`config.mk`:
```
export PLATFORM = sky130hd
export DESIGN_NAME = centroid_track_table_core
export DESIGN_NICKNAME = d
export VERILOG_FILES = /design/src/design/ctt_pkg.sv /design/src/design/ctt_ram.sv /design/src/design/ctt_dist.sv /design/src/design/centroid_track_table_core.sv
export VERILOG_INCLUDE_DIRS = /design/src /design/src/design
export SDC_FILE = /design/constraint.sdc
export NUM_CORES = 2
export LEC_CHECK = 0
export BUFFER_PORTS_ARGS = -buffer_cell sky130_fd_sc_hd__buf_2
export CAP_MARGIN = 20
export CORE_MARGIN = 4
export CORE_UTILIZATION = 40
export CTS_CLUSTER_DIAMETER = 40
export DETAILED_ROUTE_END_ITERATION = 16
export REMOVE_ABC_BUFFERS = 1
export SYNTH_ARGS = -nofsm -noshare
export SYNTH_HDL_FRONTEND = slang
export SYNTH_SLANG_ARGS = --single-unit
```
`constraint.sdc`:
```
create_clock -name clock -period 7.3 [get_ports clock]
set_input_delay 0.365 -clock clock [delete_from_list [all_inputs] [get_ports clock]]
set_output_delay 0.365 -clock clock [all_outputs]
set_load 0.01 [all_outputs]
```
`src/design/centroid_track_table_core_macros.svh`:
```
// Assertion helpers shared by the track table RTL
`ifndef CENTROID_TRACK_TABLE_CORE_MACROS_SVH
`define CENTROID_TRACK_TABLE_CORE_MACROS_SVH

// Check that cons holds in the same cycle as ante
`define CTT_ASSERT_IMP(label, clk, rst, ante, cons) \
   label: assert property (@(posedge clk) disable iff (rst) (ante) |-> (cons)) \
      else $error("track table check failed");

// Check that cons holds in the cycle after ante
`define CTT_ASSERT_NXT(label, clk, rst, ante, cons) \
   label: assert property (@(posedge clk) disable iff (rst) (ante) |=> (cons)) \
      else $error("track table check failed");

`endif

```
`src/design/ctt_pkg.sv`:
```
`default_nettype none

package ctt_pkg;

   // table geometry and field widths
   localparam int TRACKS     = 16;
   localparam int TRACK_BITS = $clog2(TRACKS);
   localparam int COORD_BITS = 12;
   localparam int ID_BITS    = 16;
   localparam int CNT_BITS   = 8;
   localparam int DIST_BITS  = 12;
   localparam int SQ_BITS    = 2 * COORD_BITS;
   localparam int SUM_BITS   = SQ_BITS + 1;
   localparam int LIM_BITS   = 2 * DIST_BITS;
   localparam int BEST_BITS  = (SUM_BITS > LIM_BITS) ? SUM_BITS : LIM_BITS;

   // configuration port
   localparam int CSR_IDX_BITS  = 2;
   localparam int CSR_DATA_BITS = 12;
   localparam logic [CSR_IDX_BITS-1:0] CSR_DROP_AGE     = 2'd0;
   localparam logic [CSR_IDX_BITS-1:0] CSR_MATCH_RADIUS = 2'd1;
   localparam logic [CSR_IDX_BITS-1:0] CSR_CONFIRM_HITS = 2'd2;

   localparam logic [CNT_BITS-1:0]  DROP_AGE_RST     = 8'd10;
   localparam logic [DIST_BITS-1:0] MATCH_RADIUS_RST = 12'd60;
   localparam logic [CNT_BITS-1:0]  CONFIRM_HITS_RST = 8'd10;

   // input word kinds
   localparam logic KIND_CENTER = 1'b0;
   localparam logic KIND_EOF    = 1'b1;

   typedef struct packed {
      logic                  kind;
      logic [COORD_BITS-1:0] center_x;
      logic [COORD_BITS-1:0] center_y;
   } ctt_req_type;

   typedef struct packed {
      logic [ID_BITS-1:0]    track_id;
      logic [COORD_BITS-1:0] track_x;
      logic [COORD_BITS-1:0] track_y;
      logic [CNT_BITS-1:0]   lost_count;
      logic [CNT_BITS-1:0]   found_count;
      logic                  none_confirmed;
      logic                  dropped_new;
      logic                  last;
   } ctt_rsp_type;

   // one slot of the table memory
   typedef struct packed {
      logic [ID_BITS-1:0]    id;
      logic [COORD_BITS-1:0] x;
      logic [COORD_BITS-1:0] y;
      logic [CNT_BITS-1:0]   lost;
      logic [CNT_BITS-1:0]   found;
   } ctt_entry_type;

   localparam int ENTRY_BITS = $bits(ctt_entry_type);

   // slot read back from memory, handed to the distance unit
   typedef struct packed {
      logic                  vld;
      logic                  elig;
      logic [TRACK_BITS-1:0] idx;
      logic [COORD_BITS-1:0] cx;
      logic [COORD_BITS-1:0] cy;
      ctt_entry_type         entry;
   } ctt_probe_type;

   // scored slot coming out of the distance unit
   typedef struct packed {
      logic                  vld;
      logic                  elig;
      logic [TRACK_BITS-1:0] idx;
      logic [ID_BITS-1:0]    id;
      logic [CNT_BITS-1:0]   found;
      logic [SUM_BITS-1:0]   sqd;
   } ctt_cand_type;

   typedef enum logic [2:0] {
      ST_IDLE,
      ST_DET_SCAN,
      ST_DET_WAIT,
      ST_DET_WR,
      ST_EOF_RD,
      ST_EOF_EV,
      ST_EOF_FL
   } ctt_state_type;

endpackage

`default_nettype wire

```
`src/design/ctt_ram.sv`:
```
`default_nettype none

module ctt_ram #(
   parameter int DEPTH = 16,
   parameter int WIDTH = 56
) (
   input  wire logic                     clock,
   input  wire logic                     wr_en,
   input  wire logic [$clog2(DEPTH)-1:0] wr_addr,
   input  wire logic [WIDTH-1:0]         wr_data,
   input  wire logic                     rd_en,
   input  wire logic [$clog2(DEPTH)-1:0] rd_addr,
   output logic      [WIDTH-1:0]         rd_data
);

   logic [WIDTH-1:0] mem [DEPTH];

   // write port
   always_ff @(posedge clock) begin
      if (wr_en) begin
         mem[wr_addr] <= wr_data;
      end
   end

   // registered read port, hold data when not reading
   always_ff @(posedge clock) begin
      if (rd_en) begin
         rd_data <= mem[rd_addr];
      end
   end

endmodule

`default_nettype wire

```
`src/design/ctt_dist.sv`:
```
`default_nettype none

module ctt_dist
   import ctt_pkg::*;
(
   input  wire logic          clock,
   input  wire logic          reset,
   input  wire ctt_probe_type probe,
   output ctt_cand_type       cand
);

   logic [COORD_BITS-1:0] dx;
   logic [COORD_BITS-1:0] dy;

   logic                  a_vld_ff;
   logic                  a_elig_ff;
   logic [TRACK_BITS-1:0] a_idx_ff;
   logic [ID_BITS-1:0]    a_id_ff;
   logic [CNT_BITS-1:0]   a_found_ff;
   logic [SQ_BITS-1:0]    a_sqx_ff;
   logic [SQ_BITS-1:0]    a_sqy_ff;

   ctt_cand_type          cand_ff;

   // absolute coordinate differences
   always_comb begin
      dx = (probe.cx > probe.entry.x) ? probe.cx - probe.entry.x : probe.entry.x - probe.cx;
      dy = (probe.cy > probe.entry.y) ? probe.cy - probe.entry.y : probe.entry.y - probe.cy;
   end

   // stage A: square each difference
   always_ff @(posedge clock) begin
      if (reset) begin
         a_vld_ff <= 1'b0;
      end else begin
         a_vld_ff <= probe.vld;
      end
      a_elig_ff  <= probe.elig;
      a_idx_ff   <= probe.idx;
      a_id_ff    <= probe.entry.id;
      a_found_ff <= probe.entry.found;
      a_sqx_ff   <= SQ_BITS'(dx) * SQ_BITS'(dx);
      a_sqy_ff   <= SQ_BITS'(dy) * SQ_BITS'(dy);
   end

   // stage B: sum the squares
   always_ff @(posedge clock) begin
      if (reset) begin
         cand_ff.vld <= 1'b0;
      end else begin
         cand_ff.vld <= a_vld_ff;
      end
      cand_ff.elig  <= a_elig_ff;
      cand_ff.idx   <= a_idx_ff;
      cand_ff.id    <= a_id_ff;
      cand_ff.found <= a_found_ff;
      cand_ff.sqd   <= SUM_BITS'(a_sqx_ff) + SUM_BITS'(a_sqy_ff);
   end

   assign cand = cand_ff;

endmodule

`default_nettype wire

```
`src/design/centroid_track_table_core.sv`:
```
`default_nettype none
// Centroid track table.
// req channel: one word per detection center (kind 0) or end of frame (kind 1).
// rsp channel: result words, produced only at end of frame, one per confirmed
//   track in slot order, or a single none_confirmed word; last marks the final.
// csr channel: register writes (drop age, match radius, confirm hits), taken every cycle.
// Timing: the slot entries sit in one single-port-read table memory, so every
//   word walks the table one slot at a time through that read port.
//   A center passes through the slot reads, the memory read register, the two
//   distance stages and one write-back.
//   An end of frame reads and updates each slot in turn, then does a final flush,
//   and holds while a result cannot be placed because rsp_ready is low.
// req_ready is high only while the table is not busy with a word; a result
//   still waiting in the output register does not block it.
// When the receiver stalls, the frame walk holds at the slot whose result
//   cannot be placed; the table is not touched until it moves on.
// Reset: all slots invalid, next id zero, drop flag clear, registers at
//   their defaults, output register empty.
`include "centroid_track_table_core_macros.svh"

module centroid_track_table_core
   import ctt_pkg::*;
(
   input  wire logic                     clock,
   input  wire logic                     reset,
   input  wire logic                     req_valid,
   output logic                          req_ready,
   input  wire ctt_req_type              req_data,
   output logic                          rsp_valid,
   input  wire logic                     rsp_ready,
   output ctt_rsp_type                   rsp_data,
   input  wire logic                     csr_valid,
   output logic                          csr_ready,
   input  wire logic [CSR_IDX_BITS-1:0]  csr_index,
   input  wire logic [CSR_DATA_BITS-1:0] csr_data
);

   localparam logic [TRACK_BITS-1:0] LAST_SLOT = TRACK_BITS'(TRACKS - 1);

   ctt_state_type          state_ff, state_in;

   // configuration
   logic [CNT_BITS-1:0]    drop_age_ff;
   logic [DIST_BITS-1:0]   match_radius_ff;
   logic [CNT_BITS-1:0]    confirm_hits_ff;
   logic [LIM_BITS-1:0]    limit_ff;

   // per-slot flags
   logic [TRACKS-1:0]      valid_ff;
   logic [TRACKS-1:0]      old_ff;
   logic [TRACKS-1:0]      matched_ff;

   logic [ID_BITS-1:0]     next_id_ff;
   logic                   drop_flag_ff;
   logic                   drop_ff;

   // walk state
   logic [TRACK_BITS-1:0]  slot_ff;
   logic [COORD_BITS-1:0]  cx_ff;
   logic [COORD_BITS-1:0]  cy_ff;
   logic                   det_rd_ff;
   logic [TRACK_BITS-1:0]  rd_idx_ff;

   // search results
   logic [BEST_BITS-1:0]   best_ff;
   logic                   pick_hit_ff;
   logic [TRACK_BITS-1:0]  pick_idx_ff;
   logic [ID_BITS-1:0]     pick_id_ff;
   logic [CNT_BITS-1:0]    pick_found_ff;
   logic                   free_hit_ff;
   logic [TRACK_BITS-1:0]  free_idx_ff;

   // result held back until the next confirmed slot shows whether it is last
   logic                   pend_vld_ff;
   ctt_entry_type          pend_ff;

   logic                   rsp_valid_ff;
   ctt_rsp_type            rsp_data_ff;

   // memory ports
   logic                   rd_en;
   logic [TRACK_BITS-1:0]  rd_addr;
   logic [ENTRY_BITS-1:0]  rd_data;
   logic                   wr_en;
   logic [TRACK_BITS-1:0]  wr_addr;
   ctt_entry_type          wr_data;
   ctt_entry_type          rd_entry;

   ctt_probe_type          probe;
   ctt_cand_type           cand;

   // datapath helpers
   logic                   req_acc;
   logic                   out_free;
   logic                   out_push;
   ctt_rsp_type            out_data;
   logic [CNT_BITS:0]      found_inc;
   logic [CNT_BITS-1:0]    found_new;
   logic                   ev_valid;
   logic                   ev_age;
   logic [CNT_BITS:0]      ev_lost_inc;
   logic                   ev_free;
   logic                   ev_keep;
   logic                   ev_conf;
   logic                   ev_stall;
   ctt_entry_type          ev_entry;

   ctt_ram #(
      .DEPTH (TRACKS),
      .WIDTH (ENTRY_BITS)
   ) u_ram (
      .clock   (clock),
      .wr_en   (wr_en),
      .wr_addr (wr_addr),
      .wr_data (wr_data),
      .rd_en   (rd_en),
      .rd_addr (rd_addr),
      .rd_data (rd_data)
   );

   assign rd_entry = ctt_entry_type'(rd_data);

   // feed read-back slots of a center search to the distance unit
   always_comb begin
      probe.vld   = det_rd_ff;
      probe.elig  = valid_ff[rd_idx_ff] & old_ff[rd_idx_ff] & ~matched_ff[rd_idx_ff];
      probe.idx   = rd_idx_ff;
      probe.cx    = cx_ff;
      probe.cy    = cy_ff;
      probe.entry = rd_entry;
   end

   ctt_dist u_dist (
      .clock (clock),
      .reset (reset),
      .probe (probe),
      .cand  (cand)
   );

   assign req_acc   = req_valid & req_ready;
   assign out_free  = ~rsp_valid_ff | rsp_ready;
   assign csr_ready = 1'b1;
   assign rsp_valid = rsp_valid_ff;
   assign rsp_data  = rsp_data_ff;

   // found count of a matched track, capped at the confirm hit count
   always_comb begin
      found_inc = (CNT_BITS + 1)'(pick_found_ff) + (CNT_BITS + 1)'(1);
      if (found_inc > (CNT_BITS + 1)'(confirm_hits_ff)) begin
         found_new = confirm_hits_ff;
      end else begin
         found_new = found_inc[CNT_BITS-1:0];
      end
   end

   // age one slot at end of frame
   always_comb begin
      ev_valid    = valid_ff[slot_ff];
      ev_age      = old_ff[slot_ff] & ~matched_ff[slot_ff];
      ev_lost_inc = (CNT_BITS + 1)'(rd_entry.lost) + (CNT_BITS + 1)'(1);
      ev_free     = ev_valid & ev_age & (ev_lost_inc >= (CNT_BITS + 1)'(drop_age_ff));
      ev_keep     = ev_valid & ~ev_free;
      ev_entry    = rd_entry;
      if (ev_age) begin
         ev_entry.lost = ev_lost_inc[CNT_BITS-1:0];
      end
      ev_conf  = ev_keep & (rd_entry.found >= confirm_hits_ff);
      ev_stall = ev_conf & pend_vld_ff & ~out_free;
   end

   // next state
   always_comb begin
      state_in = state_ff;
      unique case (state_ff)
         ST_IDLE: begin
            if (req_acc) begin
               state_in = (req_data.kind == KIND_EOF) ? ST_EOF_RD : ST_DET_SCAN;
            end
         end
         ST_DET_SCAN: begin
            if (slot_ff == LAST_SLOT) begin
               state_in = ST_DET_WAIT;
            end
         end
         ST_DET_WAIT: begin
            if (cand.vld && cand.idx == LAST_SLOT) begin
               state_in = ST_DET_WR;
            end
         end
         ST_DET_WR: begin
            state_in = ST_IDLE;
         end
         ST_EOF_RD: begin
            state_in = ST_EOF_EV;
         end
         ST_EOF_EV: begin
            if (!ev_stall) begin
               state_in = (slot_ff == LAST_SLOT) ? ST_EOF_FL : ST_EOF_RD;
            end
         end
         ST_EOF_FL: begin
            if (out_free) begin
               state_in = ST_IDLE;
            end
         end
         default: begin
            state_in = ST_IDLE;
         end
      endcase
   end

   // outputs of the sequencer
   always_comb begin
      req_ready = 1'b0;
      rd_en     = 1'b0;
      rd_addr   = slot_ff;
      wr_en     = 1'b0;
      wr_addr   = slot_ff;
      wr_data   = ev_entry;
      out_push  = 1'b0;
      out_data  = '0;
      out_data.track_id    = pend_ff.id;
      out_data.track_x     = pend_ff.x;
      out_data.track_y     = pend_ff.y;
      out_data.lost_count  = pend_ff.lost;
      out_data.found_count = pend_ff.found;
      out_data.dropped_new = drop_ff;
      unique case (state_ff)
         ST_IDLE: begin
            req_ready = 1'b1;
         end
         ST_DET_SCAN, ST_EOF_RD: begin
            rd_en = 1'b1;
         end
         ST_DET_WAIT: begin
         end
         ST_DET_WR: begin
            if (pick_hit_ff) begin
               wr_en         = 1'b1;
               wr_addr       = pick_idx_ff;
               wr_data.id    = pick_id_ff;
               wr_data.x     = cx_ff;
               wr_data.y     = cy_ff;
               wr_data.lost  = '0;
               wr_data.found = found_new;
            end else if (free_hit_ff) begin
               wr_en         = 1'b1;
               wr_addr       = free_idx_ff;
               wr_data.id    = next_id_ff;
               wr_data.x     = cx_ff;
               wr_data.y     = cy_ff;
               wr_data.lost  = '0;
               wr_data.found = '0;
            end
         end
         ST_EOF_EV: begin
            if (!ev_stall) begin
               wr_en    = ev_keep & ev_age;
               out_push = ev_conf & pend_vld_ff;
            end
         end
         ST_EOF_FL: begin
            out_push      = out_free;
            out_data.last = 1'b1;
            if (!pend_vld_ff) begin
               out_data                = '0;
               out_data.none_confirmed = 1'b1;
               out_data.dropped_new    = drop_ff;
               out_data.last           = 1'b1;
            end
         end
         default: begin
         end
      endcase
   end

   // state register
   always_ff @(posedge clock) begin
      if (reset) begin
         state_ff <= ST_IDLE;
      end else begin
         state_ff <= state_in;
      end
   end

   // configuration writes
   always_ff @(posedge clock) begin
      if (reset) begin
         drop_age_ff     <= DROP_AGE_RST;
         match_radius_ff <= MATCH_RADIUS_RST;
         confirm_hits_ff <= CONFIRM_HITS_RST;
      end else if (csr_valid && csr_ready) begin
         unique case (csr_index)
            CSR_DROP_AGE:     drop_age_ff     <= csr_data[CNT_BITS-1:0];
            CSR_MATCH_RADIUS: match_radius_ff <= csr_data[DIST_BITS-1:0];
            CSR_CONFIRM_HITS: confirm_hits_ff <= csr_data[CNT_BITS-1:0];
            default: begin
            end
         endcase
      end
   end

   // squared match limit
   always_ff @(posedge clock) begin
      limit_ff <= LIM_BITS'(match_radius_ff) * LIM_BITS'(match_radius_ff);
   end

   // capture center, advance slot walk
   always_ff @(posedge clock) begin
      if (reset) begin
         slot_ff   <= '0;
         det_rd_ff <= 1'b0;
      end else begin
         det_rd_ff <= (state_ff == ST_DET_SCAN);
         if (req_acc) begin
            slot_ff <= '0;
         end else if (state_ff == ST_DET_SCAN) begin
            slot_ff <= (slot_ff == LAST_SLOT) ? '0 : slot_ff + 1'b1;
         end else if (state_ff == ST_EOF_EV && !ev_stall && slot_ff != LAST_SLOT) begin
            slot_ff <= slot_ff + 1'b1;
         end
      end
      rd_idx_ff <= slot_ff;
      if (req_acc) begin
         cx_ff <= req_data.center_x;
         cy_ff <= req_data.center_y;
      end
   end

   // track nearest eligible slot and lowest free slot
   always_ff @(posedge clock) begin
      if (req_acc) begin
         pick_hit_ff <= 1'b0;
         free_hit_ff <= 1'b0;
      end else begin
         if (state_ff == ST_DET_SCAN && slot_ff == '0) begin
            // load the squared limit as the scan starts
            best_ff <= BEST_BITS'(limit_ff);
         end else if (cand.vld && cand.elig && BEST_BITS'(cand.sqd) < best_ff) begin
            best_ff       <= BEST_BITS'(cand.sqd);
            pick_hit_ff   <= 1'b1;
            pick_idx_ff   <= cand.idx;
            pick_id_ff    <= cand.id;
            pick_found_ff <= cand.found;
         end
         if (state_ff == ST_DET_SCAN && !valid_ff[slot_ff] && !free_hit_ff) begin
            free_hit_ff <= 1'b1;
            free_idx_ff <= slot_ff;
         end
      end
   end

   // slot flags, id counter, drop flag, held result
   always_ff @(posedge clock) begin
      if (reset) begin
         valid_ff     <= '0;
         old_ff       <= '0;
         matched_ff   <= '0;
         next_id_ff   <= '0;
         drop_flag_ff <= 1'b0;
         drop_ff      <= 1'b0;
         pend_vld_ff  <= 1'b0;
      end else begin
         if (req_acc && req_data.kind == KIND_EOF) begin
            drop_ff      <= drop_flag_ff;
            drop_flag_ff <= 1'b0;
         end
         if (state_ff == ST_DET_WR) begin
            if (pick_hit_ff) begin
               matched_ff[pick_idx_ff] <= 1'b1;
            end else if (free_hit_ff) begin
               valid_ff[free_idx_ff]   <= 1'b1;
               old_ff[free_idx_ff]     <= 1'b0;
               matched_ff[free_idx_ff] <= 1'b0;
               next_id_ff              <= next_id_ff + 1'b1;
            end else begin
               drop_flag_ff <= 1'b1;
            end
         end
         if (state_ff == ST_EOF_EV && !ev_stall) begin
            if (ev_valid) begin
               valid_ff[slot_ff]   <= ev_keep;
               matched_ff[slot_ff] <= 1'b0;
               old_ff[slot_ff]     <= 1'b1;
            end
            if (ev_conf) begin
               pend_vld_ff <= 1'b1;
            end
         end
         if (state_ff == ST_EOF_FL && out_free) begin
            pend_vld_ff <= 1'b0;
         end
      end
      if (state_ff == ST_EOF_EV && !ev_stall && ev_conf) begin
         pend_ff <= ev_entry;
      end
   end

   // output register
   always_ff @(posedge clock) begin
      if (reset) begin
         rsp_valid_ff <= 1'b0;
      end else if (out_push) begin
         rsp_valid_ff <= 1'b1;
      end else if (rsp_ready) begin
         rsp_valid_ff <= 1'b0;
      end
      if (out_push) begin
         rsp_data_ff <= out_data;
      end
   end

   // no held result may survive into an idle table
   `CTT_ASSERT_IMP(a_idle_no_pend, clock, reset, state_ff == ST_IDLE, !pend_vld_ff)
   // memory is written only at the end of a search or during aging
   `CTT_ASSERT_IMP(a_wr_state, clock, reset, wr_en, state_ff == ST_DET_WR || state_ff == ST_EOF_EV)
   // opening a track uses up exactly one id
   `CTT_ASSERT_NXT(a_id_step, clock, reset, state_ff == ST_DET_WR && !pick_hit_ff && free_hit_ff, next_id_ff == ID_BITS'($past(next_id_ff) + 1'b1))

endmodule

`default_nettype wire

```
==> results.tsv <==
metric	value	unit
outcome	finished with violations	
violations	setup timing	
synthCells	4474	
fp-row-count	149	
ant_nets	0	
io_pins	106	
nFillCells	13900	
instances_no_fill	7407	
r2r-start	cy_ff[0]$_DFFE_PP_	
r2r_end	u_dist.a_sqy_ff[23]$_DFF_P_	
wire_per_inst	21.8	microns
via_per_inst	5.23	
end_kind	flip-flop	
post-dp-hpwl	101000	microns
clock_skew	0.0820	ns
whs_path_depth	4	
path_max_fanout	5	
async_flop_share	0	%
crit_end	u_dist.a_sqy_ff[23]$_DFF_P_	
insertion_delay	0.84	ns
vias	38738	
drt_wl_total	162000	microns
layout_commonest_cell	edfxtp_1	
pre_cts_slack	-0.583	ns
cts_root_buf	clkbuf_16	
period_needed	7.42	ns
slew_headroom	20.7	%
rsz0062_at_grt	yes	
synthFlopType	edfxtp_1	
initial_utilization	40.3	%
min_period_over_period	102	%
synth_edf_count	1148	
ys_warn_count	0	
worst_path_max_delay_cell	fa_1	
grt_overflow	0	
syn_avg_cell_area	14.9	sq um
hold_path_class	input port to flip-flop	
grtUsageTotal	18.7	%
core	165000	sq um
tightest_slew	1.19	ns
drc_errors	0	
grt_pass1_vias	40328	
grt_start_max_net_pins	141	
place.gp.congestion	0.866	
worstSetupStartpoint	cy_ff[0]$_DFFE_PP_	
htreeDepth	4	
cts_buffer_depth	3	
finalMaxSlewViolations	0	
worstPathRequired	7.95	ns
drt_iter0_markers	3171	
critical_path_class	flip-flop to flip-flop	
dr.pass1.iters	6	
slowest_delay	0.56	ns
hold_violations	0	
max_freq	135	MHz
numPortBuffers	104	
r2r_setup_slack	-0.12	ns
nets	5628	
syn_area	66700	sq um
final_cell_mix	edfxtp_1, inv_1, buf_4	
drv_cap	0	
dp_cells	6968	
antenna_found_initial	3	
die_h	416	microns
arrival	8.07	ns
setup_viol	1	
cp-start-kind	flip-flop	
yosysSeqAreaShare	59.6	%
drive_gt1_share	25.7	%
ys_ff_latch	1412	
grt_pass1_wl	247000	microns
numCtsBuffers	187	
clock_sinks	1412	
reg2reg_depth	36	
clk_pin_slew_worst_paths	0.06	ns
cts_tree	built	
dieWidth	416	microns
fin_ws	-0.120	ns
die_area	173000	sq um
yosysUniqueCellTypes	80	
area_growth	20.7	%
kinds of logic after synthesis:
group | share of synthesized area (%)
and+or+nand+nor | 6.45
buffers and inverters | 3.69
DFF | 59.6
xor gates and xnor gates | 1.86
muxes | 10.7
adders and majority gates | 12.7
AOI/OAI and AO/OA | 4.97
other | 0.00562
sequential cells by signal (all words and copies together), names as in the netlist, 25 cells and up:
name / count
u_dist.cand: 55
u_ram.rd_data: 56
rsp_data: 59
pend_ff: 56
u_ram.mem: 896
best_ff: 25
synth_stat cells (32+ instances only):
master	instances	area [sq um]
xor2_1	44	385
mux4_2	287	6460
a211oi_1	33	248
ha_1	294	3680
nand2b_1	48	300
inv_1	467	1750
nor2_1	257	965
fa_1	239	4780
nor2b_1	90	563
nand3_1	48	240
nor3_1	43	215
o22ai_1	41	257
edfxtp_1	1148	34500
and2_1	62	388
clkbuf_1	126	473
xnor2_1	94	823
dfxtp_1	264	5290
o21ai_0	82	410
nand2_1	206	773
a21o_1	54	405
mux2i_1	32	320
a21oi_1	169	846
per-stage QoR:
stage / instance area (sq um) / utilization [%] / setup TNS, ns / hold WS, ns
detailed placement: 72500 / 43.8 / -2.74 / 0.312
global placement: 72500 / 43.8 / -1.84 / 0.310
finish: 80500 / 48.7 / -0.120 / 0.114
global route: 80500 / 48.7 / -2.24 / 0.0911
CTS: 79600 / 48.1 / -0.291 / 0.0372
floorplan: 66000 / - / -8309.50 / 0.310
worst min-delay path by stage:
stage	endpoint	slack, ns	startpoint
finish	drop_age_ff[3]$_SDFFE_PP1P_	0.11	csr_index[1]
global route	drop_age_ff[3]$_SDFFE_PP1P_	0.09	csr_index[1]
CTS	drop_age_ff[3]$_SDFFE_PP1P_	0.04	csr_index[1]
detailed placement	u_dist.cand[27]$_DFF_P_	0.31	u_dist.a_found_ff[2]$_DFF_P_
global placement	u_dist.cand[50]$_DFF_P_	0.31	u_dist.a_idx_ff[1]$_DFF_P_
floorplan	u_dist.cand[25]$_DFF_P_	0.31	u_dist.a_found_ff[0]$_DFF_P_
routing by layer:
layer | track usage [%] | wire length [microns]
met2 | 32.1 | 81100
met1 | 24.4 | 67100
met4 | 5.70 | 4610
met3 | 3.20 | 8840
met5 | 0 | 0
layout make-up:
cell class / count / area (sq um) / share of cell area (%)
Antenna cell: 2 / 5.00 / 0.00622
Clock buffer: 214 / 4880 / 6.07
Inverter: 473 / 1790 / 2.22
Tap cell: 2189 / 2740 / 3.40
Multi-Input combinational cell: 2419 / 25300 / 31.4
Sequential cell: 1412 / 39800 / 49.4
Clock inverter: 140 / 1660 / 2.07
Timing Repair Buffer: 558 / 4360 / 5.41
critical path, delay by kind of cell (launching register included):
| kind | cells | cell delay [ns] |
|---|---|---|
| AO/OA/AOI/OAI | 11 | 1.92 |
| XOR/XNOR | 1 | 0.16 |
| adder cells (fa/ha/maj) | 8 | 2.73 |
| buffers and inverters | 11 | 1.04 |
| flip-flops | 1 | 0.41 |
| AND/OR/NAND/NOR | 5 | 1.03 |
repair_timing:
action	CTS	global route
hold buffers	39	0
cloned	0	0
buffers inserted	7	27
endpoints found under the setup margin	12	20
pin swaps	28	90
resized for setup	29	143
hold endpoints to repair	81	0
Power is left out: the tool's default activity adds up to more than one toggle a clock period on the data nets, which glitch-free logic cannot reach.
